==> src/rtl/counting_semaphore_bank_unit_assert.svh <==
// Assertion macros for the semaphore bank
`ifndef COUNTING_SEMAPHORE_BANK_UNIT_ASSERT_SVH
`define COUNTING_SEMAPHORE_BANK_UNIT_ASSERT_SVH

// same-cycle implication
`define CSB_ASSERT_NOW(lbl, ante, cons, msg) \
	lbl: assert property (@(posedge clk) disable iff (!arst_n) (ante) |-> (cons)) \
		else $error(msg);

// next-cycle implication
`define CSB_ASSERT_NEXT(lbl, ante, cons, msg) \
	lbl: assert property (@(posedge clk) disable iff (!arst_n) (ante) |=> (cons)) \
		else $error(msg);

`endif

==> src/rtl/csb_pkg.sv <==
// Shared widths, codes and types of the semaphore bank
package csb_pkg;

	localparam int ACTION_W = 2;
	localparam int INDEX_W  = 8;
	localparam int INIT_W   = 15;
	localparam int TASK_W   = 4;
	localparam int COUNT_W  = 16;

	localparam logic [ACTION_W-1:0] ACT_INIT   = 2'd0;
	localparam logic [ACTION_W-1:0] ACT_WAIT   = 2'd1;
	localparam logic [ACTION_W-1:0] ACT_SIGNAL = 2'd2;

	localparam logic STATUS_OK  = 1'b0;
	localparam logic STATUS_IDX = 1'b1;

	localparam logic signed [COUNT_W-1:0] COUNT_MAX = 16'sh7FFF;
	localparam logic signed [COUNT_W-1:0] COUNT_MIN = 16'sh8000;

	typedef struct packed {
		logic                        nonempty;
		logic [TASK_W-1:0]           head;
		logic [TASK_W-1:0]           tail;
		logic signed [COUNT_W-1:0]   count;
	} sem_entry_t;

endpackage

==> src/rtl/csb_req_if.sv <==
// Request channel of the semaphore bank
interface csb_req_if;
	logic                           valid;
	logic                           ready;
	logic [csb_pkg::ACTION_W-1:0]   action;
	logic [csb_pkg::INDEX_W-1:0]    sem_index;
	logic [csb_pkg::INIT_W-1:0]     init_value;
	logic [csb_pkg::TASK_W-1:0]     task_id;

	modport source (output valid, action, sem_index, init_value, task_id, input ready);
	modport sink (input valid, action, sem_index, init_value, task_id, output ready);
endinterface

==> src/rtl/csb_rsp_if.sv <==
// Result channel of the semaphore bank
interface csb_rsp_if;
	logic                        valid;
	logic                        ready;
	logic                        status;
	logic                        caller_blocked;
	logic                        woken_valid;
	logic [csb_pkg::TASK_W-1:0]  woken_task;

	modport source (output valid, status, caller_blocked, woken_valid, woken_task, input ready);
	modport sink (input valid, status, caller_blocked, woken_valid, woken_task, output ready);
endinterface

==> src/rtl/csb_ram.sv <==
// Generic single-port-write, registered-read RAM
module csb_ram #(
	parameter int WIDTH = 8,
	parameter int DEPTH = 16
) (
	input  logic                                  clk,
	input  logic                                  we,
	input  logic [(DEPTH > 1 ? $clog2(DEPTH) : 1)-1:0] waddr,
	input  logic [WIDTH-1:0]                      wdata,
	input  logic                                  re,
	input  logic [(DEPTH > 1 ? $clog2(DEPTH) : 1)-1:0] raddr,
	output logic [WIDTH-1:0]                      rdata
);
	logic [WIDTH-1:0] mem_q [DEPTH];

	always_ff @(posedge clk) begin
		if (we) begin
			mem_q[waddr] <= wdata;
		end
		if (re) begin
			rdata <= mem_q[raddr];
		end
	end
endmodule

==> src/rtl/counting_semaphore_bank_unit.sv <==
// Counting semaphore bank with per-semaphore FIFO wait queues
// A request is taken only in IDLE; in RD its semaphore entry is
// modified and written back, and a signal that releases a waiter while
// others stay queued goes on to NW to use the task link memory read
// at the old head. Counts and queue flags reset at once through one
// valid bit per semaphore, so there is no clearing pass. A finished
// word waits in the output register while the next request is taken.
`include "counting_semaphore_bank_unit_assert.svh"

module counting_semaphore_bank_unit #(
	parameter int NUM_SEMAPHORES = 32,
	parameter int NUM_TASKS      = 16
) (
	input logic       clk,
	input logic       arst_n,
	csb_req_if.sink   req,
	csb_rsp_if.source rsp
);
	localparam int SW = NUM_SEMAPHORES > 1 ? $clog2(NUM_SEMAPHORES) : 1;
	localparam int TW = NUM_TASKS > 1 ? $clog2(NUM_TASKS) : 1;
	localparam int ENTRY_W = $bits(csb_pkg::sem_entry_t);

	typedef enum logic [1:0] {ST_IDLE, ST_RD, ST_NW} state_t;

	function automatic logic [csb_pkg::TASK_W-1:0] task_mod(
		input logic [csb_pkg::TASK_W-1:0] t);
		logic [csb_pkg::TASK_W:0] v;
		v = {1'b0, t};
		for (int i = 0; i < 8; i++) begin
			if (int'(v) >= NUM_TASKS) begin
				v = v - (csb_pkg::TASK_W+1)'(NUM_TASKS);
			end
		end
		return v[csb_pkg::TASK_W-1:0];
	endfunction

	state_t                          state_q;
	logic [csb_pkg::ACTION_W-1:0]    action_s1;
	logic [SW-1:0]                   idx_s1;
	logic                            idx_ok_s1;
	logic [csb_pkg::INIT_W-1:0]      init_s1;
	logic [csb_pkg::TASK_W-1:0]      task_s1;
	logic [NUM_SEMAPHORES-1:0]       valid_q;

	logic                            out_valid_q;
	logic                            status_q;
	logic                            blocked_q;
	logic                            wvalid_q;
	logic [csb_pkg::TASK_W-1:0]      wtask_q;

	logic                            accept;
	logic                            out_free;
	logic [ENTRY_W-1:0]              sem_rdata;
	csb_pkg::sem_entry_t             ent_rd;
	csb_pkg::sem_entry_t             ent_wr;
	logic                            sem_we;
	logic [csb_pkg::TASK_W-1:0]      nw_rdata;
	logic                            nw_re;
	logic                            nw_we;
	logic [TW-1:0]                   nw_waddr;
	logic [csb_pkg::TASK_W-1:0]      nw_wdata;

	logic signed [csb_pkg::COUNT_W-1:0] cnt;
	logic signed [csb_pkg::COUNT_W-1:0] newc;
	logic                            ne;
	logic                            wake;
	logic                            commit;
	logic                            go_nw;
	logic                            res_status;
	logic                            res_blocked;
	logic                            res_wvalid;
	logic [csb_pkg::TASK_W-1:0]      res_wtask;

	assign accept    = req.valid && req.ready;
	assign req.ready = (state_q == ST_IDLE);
	assign out_free  = !out_valid_q || rsp.ready;

	assign rsp.valid          = out_valid_q;
	assign rsp.status         = status_q;
	assign rsp.caller_blocked = blocked_q;
	assign rsp.woken_valid    = wvalid_q;
	assign rsp.woken_task     = wtask_q;

	csb_ram #(.WIDTH(ENTRY_W), .DEPTH(NUM_SEMAPHORES)) u_sem_ram (
		.clk   (clk),
		.we    (sem_we),
		.waddr (idx_s1),
		.wdata (ENTRY_W'(ent_wr)),
		.re    (accept),
		.raddr (req.sem_index[SW-1:0]),
		.rdata (sem_rdata)
	);

	csb_ram #(.WIDTH(csb_pkg::TASK_W), .DEPTH(NUM_TASKS)) u_link_ram (
		.clk   (clk),
		.we    (nw_we),
		.waddr (nw_waddr),
		.wdata (nw_wdata),
		.re    (nw_re),
		.raddr (TW'(ent_rd.head)),
		.rdata (nw_rdata)
	);

	always_comb begin
		ent_rd      = csb_pkg::sem_entry_t'(sem_rdata);
		cnt         = valid_q[idx_s1] ? ent_rd.count : '0;
		ne          = valid_q[idx_s1] && ent_rd.nonempty;
		ent_wr      = ent_rd;
		ent_wr.count    = cnt;
		ent_wr.nonempty = ne;
		newc        = cnt;
		wake        = 1'b0;
		commit      = 1'b0;
		go_nw       = 1'b0;
		sem_we      = 1'b0;
		nw_re       = 1'b0;
		nw_we       = 1'b0;
		nw_waddr    = TW'(ent_rd.tail);
		nw_wdata    = task_s1;
		res_status  = csb_pkg::STATUS_OK;
		res_blocked = 1'b0;
		res_wvalid  = 1'b0;
		res_wtask   = '0;

		case (action_s1)
			csb_pkg::ACT_WAIT: begin
				newc = (cnt != csb_pkg::COUNT_MIN) ? cnt - 16'sd1 : cnt;
			end
			csb_pkg::ACT_SIGNAL: begin
				newc = (cnt != csb_pkg::COUNT_MAX) ? cnt + 16'sd1 : cnt;
			end
			default: begin
				newc = cnt;
			end
		endcase
		wake = (newc[csb_pkg::COUNT_W-1] || newc == '0) && ne;

		case (state_q)
			ST_RD: begin
				if (!idx_ok_s1) begin
					commit     = out_free;
					res_status = csb_pkg::STATUS_IDX;
				end else begin
					case (action_s1)
						csb_pkg::ACT_INIT: begin
							commit          = out_free;
							sem_we          = out_free;
							ent_wr.count    = {1'b0, init_s1};
							ent_wr.nonempty = 1'b0;
						end
						csb_pkg::ACT_WAIT: begin
							commit       = out_free;
							sem_we       = out_free;
							ent_wr.count = newc;
							if (newc[csb_pkg::COUNT_W-1]) begin
								res_blocked = 1'b1;
								ent_wr.tail = task_s1;
								if (ne) begin
									nw_we = out_free;
								end else begin
									ent_wr.head     = task_s1;
									ent_wr.nonempty = 1'b1;
								end
							end
						end
						csb_pkg::ACT_SIGNAL: begin
							ent_wr.count = newc;
							if (wake && ent_rd.head != ent_rd.tail) begin
								go_nw = 1'b1;
								nw_re = 1'b1;
							end else begin
								commit = out_free;
								sem_we = out_free;
								if (wake) begin
									res_wvalid      = 1'b1;
									res_wtask       = ent_rd.head;
									ent_wr.nonempty = 1'b0;
								end
							end
						end
						default: begin
							commit = out_free;
						end
					endcase
				end
			end
			ST_NW: begin
				commit       = out_free;
				sem_we       = out_free;
				ent_wr.count = newc;
				ent_wr.head  = nw_rdata;
				res_wvalid   = 1'b1;
				res_wtask    = ent_rd.head;
			end
			default: begin
				commit = 1'b0;
			end
		endcase
	end

	always_ff @(posedge clk or negedge arst_n) begin
		if (!arst_n) begin
			state_q     <= ST_IDLE;
			valid_q     <= '0;
			out_valid_q <= 1'b0;
			action_s1   <= csb_pkg::ACT_INIT;
			idx_s1      <= '0;
			idx_ok_s1   <= 1'b0;
			init_s1     <= '0;
			task_s1     <= '0;
			status_q    <= 1'b0;
			blocked_q   <= 1'b0;
			wvalid_q    <= 1'b0;
			wtask_q     <= '0;
		end else begin
			if (accept) begin
				action_s1 <= req.action;
				idx_s1    <= req.sem_index[SW-1:0];
				idx_ok_s1 <= ({1'b0, req.sem_index} < (csb_pkg::INDEX_W+1)'(NUM_SEMAPHORES));
				init_s1   <= req.init_value;
				task_s1   <= task_mod(req.task_id);
			end
			if (sem_we) begin
				valid_q[idx_s1] <= 1'b1;
			end
			if (commit) begin
				out_valid_q <= 1'b1;
				status_q    <= res_status;
				blocked_q   <= res_blocked;
				wvalid_q    <= res_wvalid;
				wtask_q     <= res_wtask;
			end else if (rsp.ready) begin
				out_valid_q <= 1'b0;
			end
			case (state_q)
				ST_IDLE: begin
					if (accept) begin
						state_q <= ST_RD;
					end
				end
				ST_RD: begin
					if (go_nw) begin
						state_q <= ST_NW;
					end else if (commit) begin
						state_q <= ST_IDLE;
					end
				end
				ST_NW: begin
					if (commit) begin
						state_q <= ST_IDLE;
					end
				end
				default: begin
					state_q <= ST_IDLE;
				end
			endcase
		end
	end

	`CSB_ASSERT_NEXT(a_accept_busy, accept, !req.ready, "request taken while busy")
	`CSB_ASSERT_NOW(a_err_no_write, commit && !idx_ok_s1, !sem_we && !nw_we,
		"state written on rejected index")
	`CSB_ASSERT_NOW(a_nw_signal, state_q == ST_NW, action_s1 == csb_pkg::ACT_SIGNAL,
		"link read outside a signal")
	`CSB_ASSERT_NEXT(a_write_word, sem_we, out_valid_q, "write back without a result word")
	`CSB_ASSERT_NOW(a_excl_fields, rsp.valid, !(rsp.woken_valid && rsp.caller_blocked),
		"word both blocks and wakes")

endmodule

==> src/flat_wrapper.sv <==
// flat-port wrapper written by rule: the top's interface ports become plain ports
module counting_semaphore_bank_unit_flat 
#(
	parameter int NUM_SEMAPHORES = 32,
	parameter int NUM_TASKS      = 16
)
  (clk, arst_n, req_valid, req_action, req_sem_index, req_init_value, req_task_id, req_ready, rsp_valid, rsp_status, rsp_caller_blocked, rsp_woken_valid, rsp_woken_task, rsp_ready);
  csb_req_if req_i ();
  csb_rsp_if rsp_i ();
  input logic clk;
  input logic arst_n;
  input wire logic [$bits(req_i.valid)-1:0] req_valid;
  input wire logic [$bits(req_i.action)-1:0] req_action;
  input wire logic [$bits(req_i.sem_index)-1:0] req_sem_index;
  input wire logic [$bits(req_i.init_value)-1:0] req_init_value;
  input wire logic [$bits(req_i.task_id)-1:0] req_task_id;
  output wire logic [$bits(req_i.ready)-1:0] req_ready;
  output wire logic [$bits(rsp_i.valid)-1:0] rsp_valid;
  output wire logic [$bits(rsp_i.status)-1:0] rsp_status;
  output wire logic [$bits(rsp_i.caller_blocked)-1:0] rsp_caller_blocked;
  output wire logic [$bits(rsp_i.woken_valid)-1:0] rsp_woken_valid;
  output wire logic [$bits(rsp_i.woken_task)-1:0] rsp_woken_task;
  input wire logic [$bits(rsp_i.ready)-1:0] rsp_ready;
  assign req_i.valid = req_valid;
  assign req_i.action = req_action;
  assign req_i.sem_index = req_sem_index;
  assign req_i.init_value = req_init_value;
  assign req_i.task_id = req_task_id;
  assign req_ready = req_i.ready;
  assign rsp_valid = rsp_i.valid;
  assign rsp_status = rsp_i.status;
  assign rsp_caller_blocked = rsp_i.caller_blocked;
  assign rsp_woken_valid = rsp_i.woken_valid;
  assign rsp_woken_task = rsp_i.woken_task;
  assign rsp_i.ready = rsp_ready;
  counting_semaphore_bank_unit #(.NUM_SEMAPHORES(NUM_SEMAPHORES), .NUM_TASKS(NUM_TASKS)) u_core (.clk(clk), .arst_n(arst_n), .req(req_i), .rsp(rsp_i));
endmodule
==> config.mk <==
export PLATFORM = sky130hd
export DESIGN_NAME = counting_semaphore_bank_unit_flat
export DESIGN_NICKNAME = d
export VERILOG_FILES = /design/src/rtl/csb_pkg.sv /design/src/rtl/csb_req_if.sv /design/src/rtl/csb_rsp_if.sv /design/src/rtl/csb_ram.sv /design/src/rtl/counting_semaphore_bank_unit.sv /design/src/flat_wrapper.sv
export VERILOG_INCLUDE_DIRS = /design/src /design/src/rtl
export SDC_FILE = /design/constraint.sdc
export NUM_CORES = 1
export LEC_CHECK = 0
export ABC_AREA = 0
export ABC_CLOCK_PERIOD_IN_PS = 7800
export BUFFER_PORTS_ARGS = -buffer_cell sky130_fd_sc_hd__clkbuf_2
export CAP_MARGIN = 20
export CORE_UTILIZATION = 25
export DETAILED_ROUTE_END_ITERATION = 7
export PLACE_DENSITY = 0.42
export SYNTH_ARGS = -nofsm -noshare
export SYNTH_HDL_FRONTEND = slang
export SYNTH_SLANG_ARGS = --single-unit
==> constraint.sdc <==
create_clock -name clk -period 7.8 [get_ports clk]
set_input_delay 0.39 -clock clk [delete_from_list [all_inputs] [get_ports clk]]
set_output_delay 0.39 -clock clk [all_outputs]
set_load 0.01 [all_outputs]
; ---- Word-level counts from Yosys, hierarchy flattened
; Memory sizes are Yosys's and may differ from the RTL's. A register that Yosys moved wholly into a read port is not among the register bits.
; Index checks and enable logic that the tools add are counted.
[word_totals]
regBits = 69
mem_bits_rw = 864
inputBits = 33
word_cells = 104
mem_count = 2
[mem_list]
columns = memory, depth, word_bits, read_ports, rd_clocked_by_memory_dff, wr, line
row1 = u_core.u_sem_ram.mem_q, 32, 25, 1, 1, 1, csb_ram.sv:14  ; logic [WIDTH-1:0] mem_q [DEPTH];
row2 = u_core.u_link_ram.mem_q, 16, 4, 1, 1, 1, csb_ram.sv:14
[classes]
add_sub_neg = 2
order_cmp = 3
n_eq_ne = 8
n_mux = 62
bitwise_logic = 1
reduce_logical = 14
[ops]
columns = cell, count
row1 = $pmux W16 S2, 3
row2 = $mux W16, 3
row3 = $mux W1, 34
row4 = $ne A16 B16 Y1 const B, 2
row5 = $or A32 B32 Y32, 1
row6 = $mux W25, 1
row7 = $mux W4, 6
row8 = $add A16 B2 Y16 const B, 1
row9 = $logic_not A16 Y1, 1
row10 = $pmux W4 S2, 2
row11 = $sub A16 B2 Y16 const B, 1
row12 = $mux W9, 1
row13 = $lt A8 B6 Y1 const B, 1
row14 = $mux W8, 1
row15 = $pmux W1 S2, 4
row16 = $lt A5 B6 Y1 const B, 1
row17 = $mux W2, 3
row18 = $pmux W2 S3, 1
row19 = $bmux W1 S5, 1
row20 = $demux W1 S5, 1
row21 = $ge A5 B1 Y1 const B, 1
row22 = $logic_and A1 B1 Y1, 5
row23 = $eq A2 B1 Y1 const B, 2
row24 = $eq A2 B2 Y1 const B, 2
row25 = other kinds (8), 11

; ---- Longest topological paths before layout
; Gate-level depths: netlist (run 1).
[depth]
depth_word = 17
depth_mapped = 27
ltp_nobuf = 17

; ---- Cells and area by module
; From an unflattened synthesis (run 1), not the netlist that was laid out.
[unflattened]
cells_unflattened = 2628
hier_area_um2 = 40834.2
[by_module_without_submodules]
columns = module, n_inst, cells_each, area_per_inst_um2
row1 = csb_ram at u_core.u_sem_ram, 1, 1779, 32075.8
row2 = counting_semaphore_bank_unit, 1, 719, 6052.1
row3 = csb_ram at u_core.u_link_ram, 1, 130, 2706.3

; ---- Worst setup path after synthesis (run 1)
; OpenSTA, ideal clock, no wires.
[synth_path]
path_type = flip-flop to flip-flop
start = register u_core.idx_s1[1]
end = memory u_core.u_sem_ram.mem_q[30][0] in the netlist's numbering, enable pin
setup_time_ps = 407
t_arrival_ps = 6249
path_slack_ps = 1144
path_stages_with_launch = 28
n_path_buf = 10
cell_sequence = dfrtp_1 buf_4 buf_6 mux2i_1 nor4b_1 a211oi_1 nand4_1 buf_4 buf_4 clkbuf_1 clkbuf_1 clkbuf_1 nand2_1 inv_1 ha_1 nand4b_1 or4_1 buf_2 and3_1 nand3_1 xor2_1 o311a_1 and3b_1 a41oi_2 buf_4 a21oi_4 buf_2 nor2_1
[synth_between]
elab_chain_cells = 16
word_cells_on_any_way = 21
classes_between = 2 x add/sub / 2 x eq/ne / 12 x mux / 5 x reduce/logical
[synth_rtl]
columns = element, line
row1 = start: declaration, counting_semaphore_bank_unit.sv:39  ; logic [SW-1:0] idx_s1;
row2 = start signal: assignment, counting_semaphore_bank_unit.sv:218  ; idx_s1 <= req.sem_index[SW-1:0];
row3 = $bmux W1 S5, "counting_semaphore_bank_unit.sv:106, counting_semaphore_bank_unit.sv:107"
row4 = $mux W1 (not written as such), "counting_semaphore_bank_unit.sv:106, counting_semaphore_bank_unit.sv:107"
row5 = $mux W16, counting_semaphore_bank_unit.sv:106  ; cnt = valid_q[idx_s1] ? ent_rd.count : '0;
row6 = $add A16 B2 Y16 (tied with other cells), counting_semaphore_bank_unit.sv:130  ; newc = (cnt != csb_pkg::COUNT_MAX) ? cnt + 16'sd1 : cnt;
row7 = $mux W16 (on tied branches), "counting_semaphore_bank_unit.sv:130, counting_semaphore_bank_unit.sv:127"
row8 = $pmux W16 S2, counting_semaphore_bank_unit.sv:125  ; case (action_s1)
row9 = $logic_not A16 Y1, counting_semaphore_bank_unit.sv:136  ; wake = (newc[csb_pkg::COUNT_W-1] || newc == '0) && ne;
row10 = $logic_or A1 B1 Y1, counting_semaphore_bank_unit.sv:136
row11 = $logic_and A1 B1 Y1, counting_semaphore_bank_unit.sv:136
row12 = $logic_and A1 B1 Y1, counting_semaphore_bank_unit.sv:168  ; if (wake && ent_rd.head != ent_rd.tail) begin
row13 = $mux W1, counting_semaphore_bank_unit.sv:168
row14 = $pmux W1 S2, counting_semaphore_bank_unit.sv:144  ; case (action_s1)
row15 = $mux W1, counting_semaphore_bank_unit.sv:140  ; if (!idx_ok_s1) begin
row16 = $pmux W1 S2, counting_semaphore_bank_unit.sv:138  ; case (state_q)
row17 = $mux W1, csb_ram.sv:17  ; if (we) begin
row18 = $mux W1 (not written as such), csb_ram.sv:18  ; mem_q[waddr] <= wdata;
row19 = end: declaration, csb_ram.sv:14
; Several ways; a longest one is shown, not always the timed one. The select of a mux whose other input is x is not followed.

; ---- Worst setup path after layout (run 1)
[layout_path]
start = register u_core.idx_s1[1]
end = memory u_core.u_sem_ram.mem_q[26][2] in the netlist's numbering, enable pin
; The elaborated chain is that of the path after synthesis.

==> run summary, run 1 <==
Seq/Total Area, Yosys: 0.720
Worst setup SP type: flip-flop
WS Path Type: flip-flop to flip-flop
First drt pass iteration count: 6
Setup bufs post-CTS: 0
Clock share of power: 0.348
Core Area: 157,000 µm²
Multi-input gate area: 10,900 µm²
Number of global-route vias before repair: 21.3k
Resized cells post-CTS: 0
Synthesized instance count: 2,038
Slowest cell on the critical path: a21oi_4
Number of synthesized register bits: 962
Final ANT Viol Nets: 0
Hpwl dp: 72,800 µm
Crit path cell chain: mux2i_1 > nor3_1 > o41ai_1 > nand4_1 > and2_1 > ha_1 > nand4b_1 > or4_1 > nand3_1 > mux2i_1 > o21ai_0 > a21oi_1 > and4b_1 > a41oi_2 > a21oi_4 > nor2_4
Crit path required time: 8.13 ns
# rows: 145
Worst r2r dst: u_core.u_sem_ram.mem_q[26][2]
Vias per std cell: 4.76
Crit path buf inv count: 0
Critical path arrival: 7.11 ns
Syn_area_per_cell: 19.5 µm²
Hold_sp: req_init_value[8]
Pins Over Slew Limit: 0
Type of the worst min-delay path: input port to flip-flop
Total leakage power: 0.0145 µW
Starting Density: 0.253
Clk slew on worst S/H paths: 0.06 ns
Net Count, Synth: 2,081
Final wirelength: 114,000 µm
Top delay family on crit path: simple AND/OR/NAND/NOR gates
Gr busiest metal: met2
Pwr per Cell Area: 297 nW/µm²
Peak VDD IR: 0.000191 V
Synth warn: 0
Switching part of the total: 0.296
Synth cell types: 78
Internal Dissipation: 9700 µW
Final WS setup: 1.02 ns
Die area: 160,000 µm²
Fmax: 148 MHz
Gr usage total: 0.142
Global-route wire length before repair: 163,000 µm
Dpl cell area: 42,800 µm²
CTS tree: done
R2R cell count: 16
Share of post-route cells with drive strength above 1: 0.286
Cell Count, Final, Fillers Out: 4,281
Clock period minus worst slack: 6.78 ns
Hold EP: u_core.init_s1[8]
Met3 Resource Use GR: 0.0224
Avg WL per Cell: 26.7 µm
Grt total ovfl: 0
Sw power: 4080 µW
Synthesized area: 39,700 µm²
Starting DRT DRC Count: 1,979
CP most frequent cell: mux2i_1
CTS Buf Count: 105
Placement Setup Slack: 1.12 ns
Clk_lat worst skew: 0.72 ns
Register Area: 28,500 µm²
Initial antenna violation count: 17
CP Max Fanout: 25
Number of flops mapped to enable cells by yosys: 893
Pin count of the biggest net entering global routing: 92
Total power draw: 13,800 µW
Port bufs: 41
RSZ-0062 raised after global routing: false
Worst Hold Depth: 2
IO Pins: 42
Via count: 20.4k
Reg power frac: 0.470
Logic pwr share: 0.182
Final Hold Fails: 0
CTS Hold Bufs: 23
# H-tree levels: 3
Clock skew: 0.0415 ns
Async SR Flop Fraction: 0.0717
Total Nets Final: 2,178
Max-cap violations: 0
Die width: 400 µm
Die H: 400 µm
Placed insts: 4,063
Crit. End Element: flip-flop
Slowest stage delay, CP: 0.92 ns
Post-synth top flop: edfxtp_1
Tcrit/Tclk final: 0.869
Worst flop-to-flop path startpoint: u_core.idx_s1[1]
Post-route cell area: 46,300 µm²
Syn-to-layout area delta: 16.9%
CTS sink count: 962
Fillcell total: 15.4k
Drt drc: 0
Met2 Track Usage GR: 0.237
FF-to-FF setup slack: 1.02 ns
Slew headroom: 0.245
Final setup violation count: 0
Setup TNS: 0 ns
Final estimated routing congestion in global placement: 0.859
GRT met1 Usage: 0.190
Max clock buf depth: 3
Worst slew pin tran: 1.12 ns
Run status: completed
Root Buffer: clkbuf_16
placed cells by master, fill, tap and decap left out, types with 16 or more instances in the layout:
cell	n
a21oi_1	36
clkbuf_2	36
dlygate4sd3_1	23
nand2_1	71
mux2_2	54
clkinv_1	29
o21bai_1	35
buf_4	56
clkbuf_16	109
dfrtp_1	69
nor2_4	33
nand3_1	26
mux2i_1	19
o21ai_0	42
a22oi_1	16
clkbuf_1	28
edfxtp_1	893
nor3_1	21
mux4_2	271
nor2_1	55
layout make-up:
| type | instances | share of cell area |
|---|---|---|
| repair buffers | 122 | 0.0207 |
| well taps | 2058 | 0.0556 |
| clock inverters | 53 | 0.00950 |
| inverters | 17 | 0.00138 |
| diodes | 4 | 0.000216 |
| flip-flops and latches | 962 | 0.616 |
| multi-input cells | 927 | 0.235 |
| clock buffers | 138 | 0.0614 |
logic make-up after synthesis:
| group | Yosys count | share of synthesized area |
|---|---|---|
| AO/OA/AOI/OAI | 238 | 0.0414 |
| buffers and inverters | 149 | 0.0153 |
| flip-flops | 962 | 0.720 |
| multiplexers | 353 | 0.177 |
| AND/OR/NAND/NOR | 307 | 0.0390 |
| adder cells (fa/ha/maj) | 10 | 0.00316 |
| XOR/XNOR | 19 | 0.00420 |
per-stage QoR:
| step | hold WS, ns | utilization |
|---|---|---|
| after floorplan | 0.0944 | - |
| after global placement | 0.459 | 0.273 |
| after detailed placement | 0.459 | 0.273 |
| after CTS | 0.0119 | 0.296 |
| after global routing | 0.0527 | 0.296 |
| final | 0.0742 | 0.296 |
layer usage:
metal	wire length [µm]	vias to the layer above
met1	49700	11000
met5	41	-
met2	56300	556
met4	2410	6
li1	-	8677
met3	5670	125
power groups by stage:
stage | registers [µW] | logic (µW) | clock network, µW
finish | 6470 | 2510 | 4800
global route | 6500 | 2690 | 5100
CTS | 6480 | 2550 | 4920
detailed placement | 6580 | 2540 | 0
global placement | 6580 | 2520 | 0
floorplan | 6390 | 1520 | 0
state kept, by name, summed over array words and instances (netlist names), 5 cells and up:
name,cells
u_core.u_sem_ram.mem_q,800
u_core.u_link_ram.mem_q,64
u_core.idx_s1,5
u_core.u_sem_ram.rdata,25
u_core.init_s1,15
u_core.valid_q,32
synth_stat cells (9+ instances only):
master    instances  area, µm²
nand4_1          11       68.8
dfrtp_1          69       1730
xnor2_1          15        131
nand2b_1         14       87.6
a21o_1            9       67.6
nor3_1           21        105
nor2_1           88        330
a22oi_1          16        120
clkbuf_1         95        357
a31oi_1          14       87.6
o21ai_0          45        225
mux4_2          271       6100
and2_1           11       68.8
mux2i_1          19        190
ha_1             10        125
o22ai_1          16        100
buf_1            18       67.6
edfxtp_1        893      26800
mux2_2           54        608
o21bai_1         35        263
nand3_1          26        130
nand2_1          72        270
a21oi_1          36        180
inv_1            15       56.3
nor4_1           10       62.6
buf_2            13       65.1
how the worst max path moves through the flow:
stage,depth (start not counted),endpoint,from,slack (ns)
2_1_floorplan,27,u_core.u_sem_ram.mem_q[30][0],u_core.idx_s1[1],1.14
5_1_grt,17,u_core.u_sem_ram.mem_q[10][5],u_core.idx_s1[1],0.62
6_report,16,u_core.u_sem_ram.mem_q[26][2],u_core.idx_s1[1],1.02
4_1_cts,17,u_core.u_sem_ram.mem_q[26][2],u_core.idx_s1[1],1.08
3_3_place_gp,17,u_core.u_sem_ram.mem_q[10][8],u_core.idx_s1[1],0.99
3_5_place_dp,17,u_core.u_sem_ram.mem_q[10][8],u_core.idx_s1[1],1.12
(Power assumes the default switching activity.)
==> inputs of run 2 (changes only) <==
Settings changed: CORE_UTILIZATION 25 to 53, CTS_CLUSTER_SIZE from default to 28, PLACE_DENSITY 0.42 to 0.73.
==> run summary, run 2 (same netlist as run 1, synthesis figures left out) <==
Tcrit/Tclk final: 0.836 (-0.0325)
IO Pins: 42 (unchanged)
CP startpoint: u_core.idx_s1[1]
Placed insts: 2,945 (-28%)
Run status: completed
First drt pass iteration count: 6 (unchanged)
Max-cap violations: 0 (unchanged)
CTS tree: done
Crit path required time: 8.05 ns (-0.08 ns)
Vias per std cell: 6.62 (+39%)
Type of the worst min-delay path: input port to flip-flop
Avg WL per Cell: 30.9 µm (+16%)
Via count: 20.8k (+2.2%)
Worst slew pin tran: 1.15 ns (+0.0295 ns)
Fmax: 153 MHz (+3.9%)
Core Area: 73,500 µm² (-53%)
Clock period minus worst slack: 6.52 ns (-0.253 ns)
Root Buffer: clkbuf_16
Resized cells post-CTS: 0 (unchanged)
Initial antenna violation count: 3 (-14)
Gr usage total: 0.262 (+0.120)
Pin count of the biggest net entering global routing: 84 (-8.7%)
Final estimated routing congestion in global placement: 0.937 (+9.1%)
Max clock buf depth: 3 (unchanged)
Hold slack: 0.0283 ns (-0.0459 ns)
Most common cell after layout, fill and taps aside: edfxtp_1
Slew headroom: 0.236 (-0.00920)
Setup TNS: 0 ns (unchanged)
Share of post-route cells with drive strength above 1: 0.281 (-0.00509)
Final ANT Viol Nets: 0 (unchanged)
Worst Hold Depth: 3 (+1)
Placement Setup Slack: 1.32 ns (+0.195 ns)
CTS sink count: 962 (unchanged)
Global-route wire length before repair: 142,000 µm (-13%)
Total leakage power: 0.0143 µW (-1.3%)
Grt total ovfl: 0 (unchanged)
CP Max Fanout: 25 (unchanged)
Commonest non-fill, non-tap cells in the layout: 893 x edfxtp_1, 271 x mux4_2, 95 x clkbuf_16
Pwr per Cell Area: 299 nW/µm² (+0.41%)
Die H: 276 µm (-31%)
Clock skew: 0.0542 ns (+0.0126 ns)
Largest registers: u_core.u_sem_ram.mem_q: 800 flops, u_core.u_link_ram.mem_q: 64 flops, u_core.valid_q: 32 flops
Drt drc: 0 (unchanged)
Total power draw: 13,300 µW (-3.3%)
Hold_sp: req_action[1]
Starting DRT DRC Count: 2,932 (+48%)
# rows: 99 (-32%)
Starting Density: 0.540 (+0.287)
Syn-to-layout area delta: 12.6%
Final Hold Fails: 0 (unchanged)
Die area: 75,900 µm² (-53%)
R2R cell count: 20 (+4)
Final wirelength: 97,300 µm (-15%)
Worst flop-to-flop path startpoint: u_core.idx_s1[1]
WS Path Type: flip-flop to flip-flop
Peak VDD IR: 0.000188 V (-1.7%)
Total Nets Final: 2,151 (-1.2%)
Port bufs: 41 (unchanged)
Critical path arrival: 6.78 ns (-0.33 ns)
Crit. End Element: flip-flop
CTS Buf Count: 94 (-10%)
Fillcell total: 4,974 (-68%)
Number of global-route vias before repair: 20.5k (-3.5%)
Final setup violation count: 0 (unchanged)
Top reg by flops: u_core.u_sem_ram.mem_q
Cell Count, Final, Fillers Out: 3,147 (-26%)
Worst setup SP type: flip-flop
Die width: 276 µm (-31%)
Hpwl dp: 59,600 µm (-18%)
Clk slew on worst S/H paths: 0.06 ns (about the same)
RSZ-0062 raised after global routing: false
# H-tree levels: 3 (unchanged)
Antenna cells: 0 (-4)
Pins Over Slew Limit: 0 (unchanged)
Clk_lat worst skew: 0.67 ns (-0.05 ns)
Final WS setup: 1.28 ns (+0.253 ns)
Largest register FFs: 800 (unchanged)
==> run 2: cell types whose count changed in the layout (fill, tap and decap cells not counted), sizes merged <==
cell         change
clkinv           +6
buf             -15
diode            -4
clkbuf          -23
bufinv           -1
dlygate4sd3      -1
clkinvlp         +4
inv              -1
==> run 2: routing by layer <==
| metal | share of wire | global-route usage |
|---|---|---|
| met1 | 0.43 | 0.408 |
| met2 | 0.45 | 0.382 |
| met3 | 0.084 | 0.0385 |
| met4 | 0.032 | 0.0891 |
| met5 | 0.00013 | 0 |
==> run 2: critical path, stage by stage, from the launching register on <==
cell     delay (ns)
dfrtp_1        0.85
mux4_2         0.60
a22oi_1        0.25
nand4_1        0.17
buf_4          0.23
and2_1         0.21
inv_1          0.06
ha_1           0.13
buf_4          0.20
nor4b_1        0.32
and4_1         0.50
or3_1          0.23
a21oi_1        0.06
nor4_1         0.35
a21oi_1        0.08
and4_1         0.24
a41oi_2        0.40
buf_4          0.27
a21oi_4        0.14
buf_12         0.20
nor2_4         0.63
==> run 2: worst paths after layout <==
kind	end	slack, ns
max	u_core.u_sem_ram.mem_q[17][16]	1.28
min	u_core.action_s1[1]	0.03
max reg2reg	u_core.u_sem_ram.mem_q[17][16]	1.28
min reg2reg	u_core.valid_q[9]	0.48
max in group asynchronous	u_core.idx_s1[2]	6.72
min in group asynchronous	u_core.nw_wdata[2]	0.48
==> run 2: repair_timing <==
item,4_1_cts,5_1_grt
hold buffers,22,0
hold endpoints to repair,89,0
setup buffers,0,0
==> run 2: where the power goes <==
| group | internal [µW] | switching [µW] |
|---|---|---|
| Combinational | 783 | 1660 |
| Sequential | 6180 | 299 |
| Clock | 2470 | 1940 |
| Total | 9430 | 3900 |
==> run 2: layout make-up <==
type	count	area, µm²	area share
Timing Repair Buffer	106	902	0.0202
Tap cell	959	1200	0.0269
Clock inverter	61	553	0.0124
Inverter	17	63.8	0.00143
Multi-Input combinational cell	927	10900	0.244
Clock buffer	115	2490	0.0558
Sequential cell	962	28500	0.639
==> run 2: metrics by stage <==
| step | area [µm²] | util |
|---|---|---|
| 2_1_floorplan | 39700 | - |
| 4_1_cts | 44500 | 0.606 |
| 5_1_grt | 44600 | 0.608 |
| 3_3_place_gp | 41200 | 0.562 |
| 3_5_place_dp | 41300 | 0.562 |
| 6_report | 44600 | 0.608 |
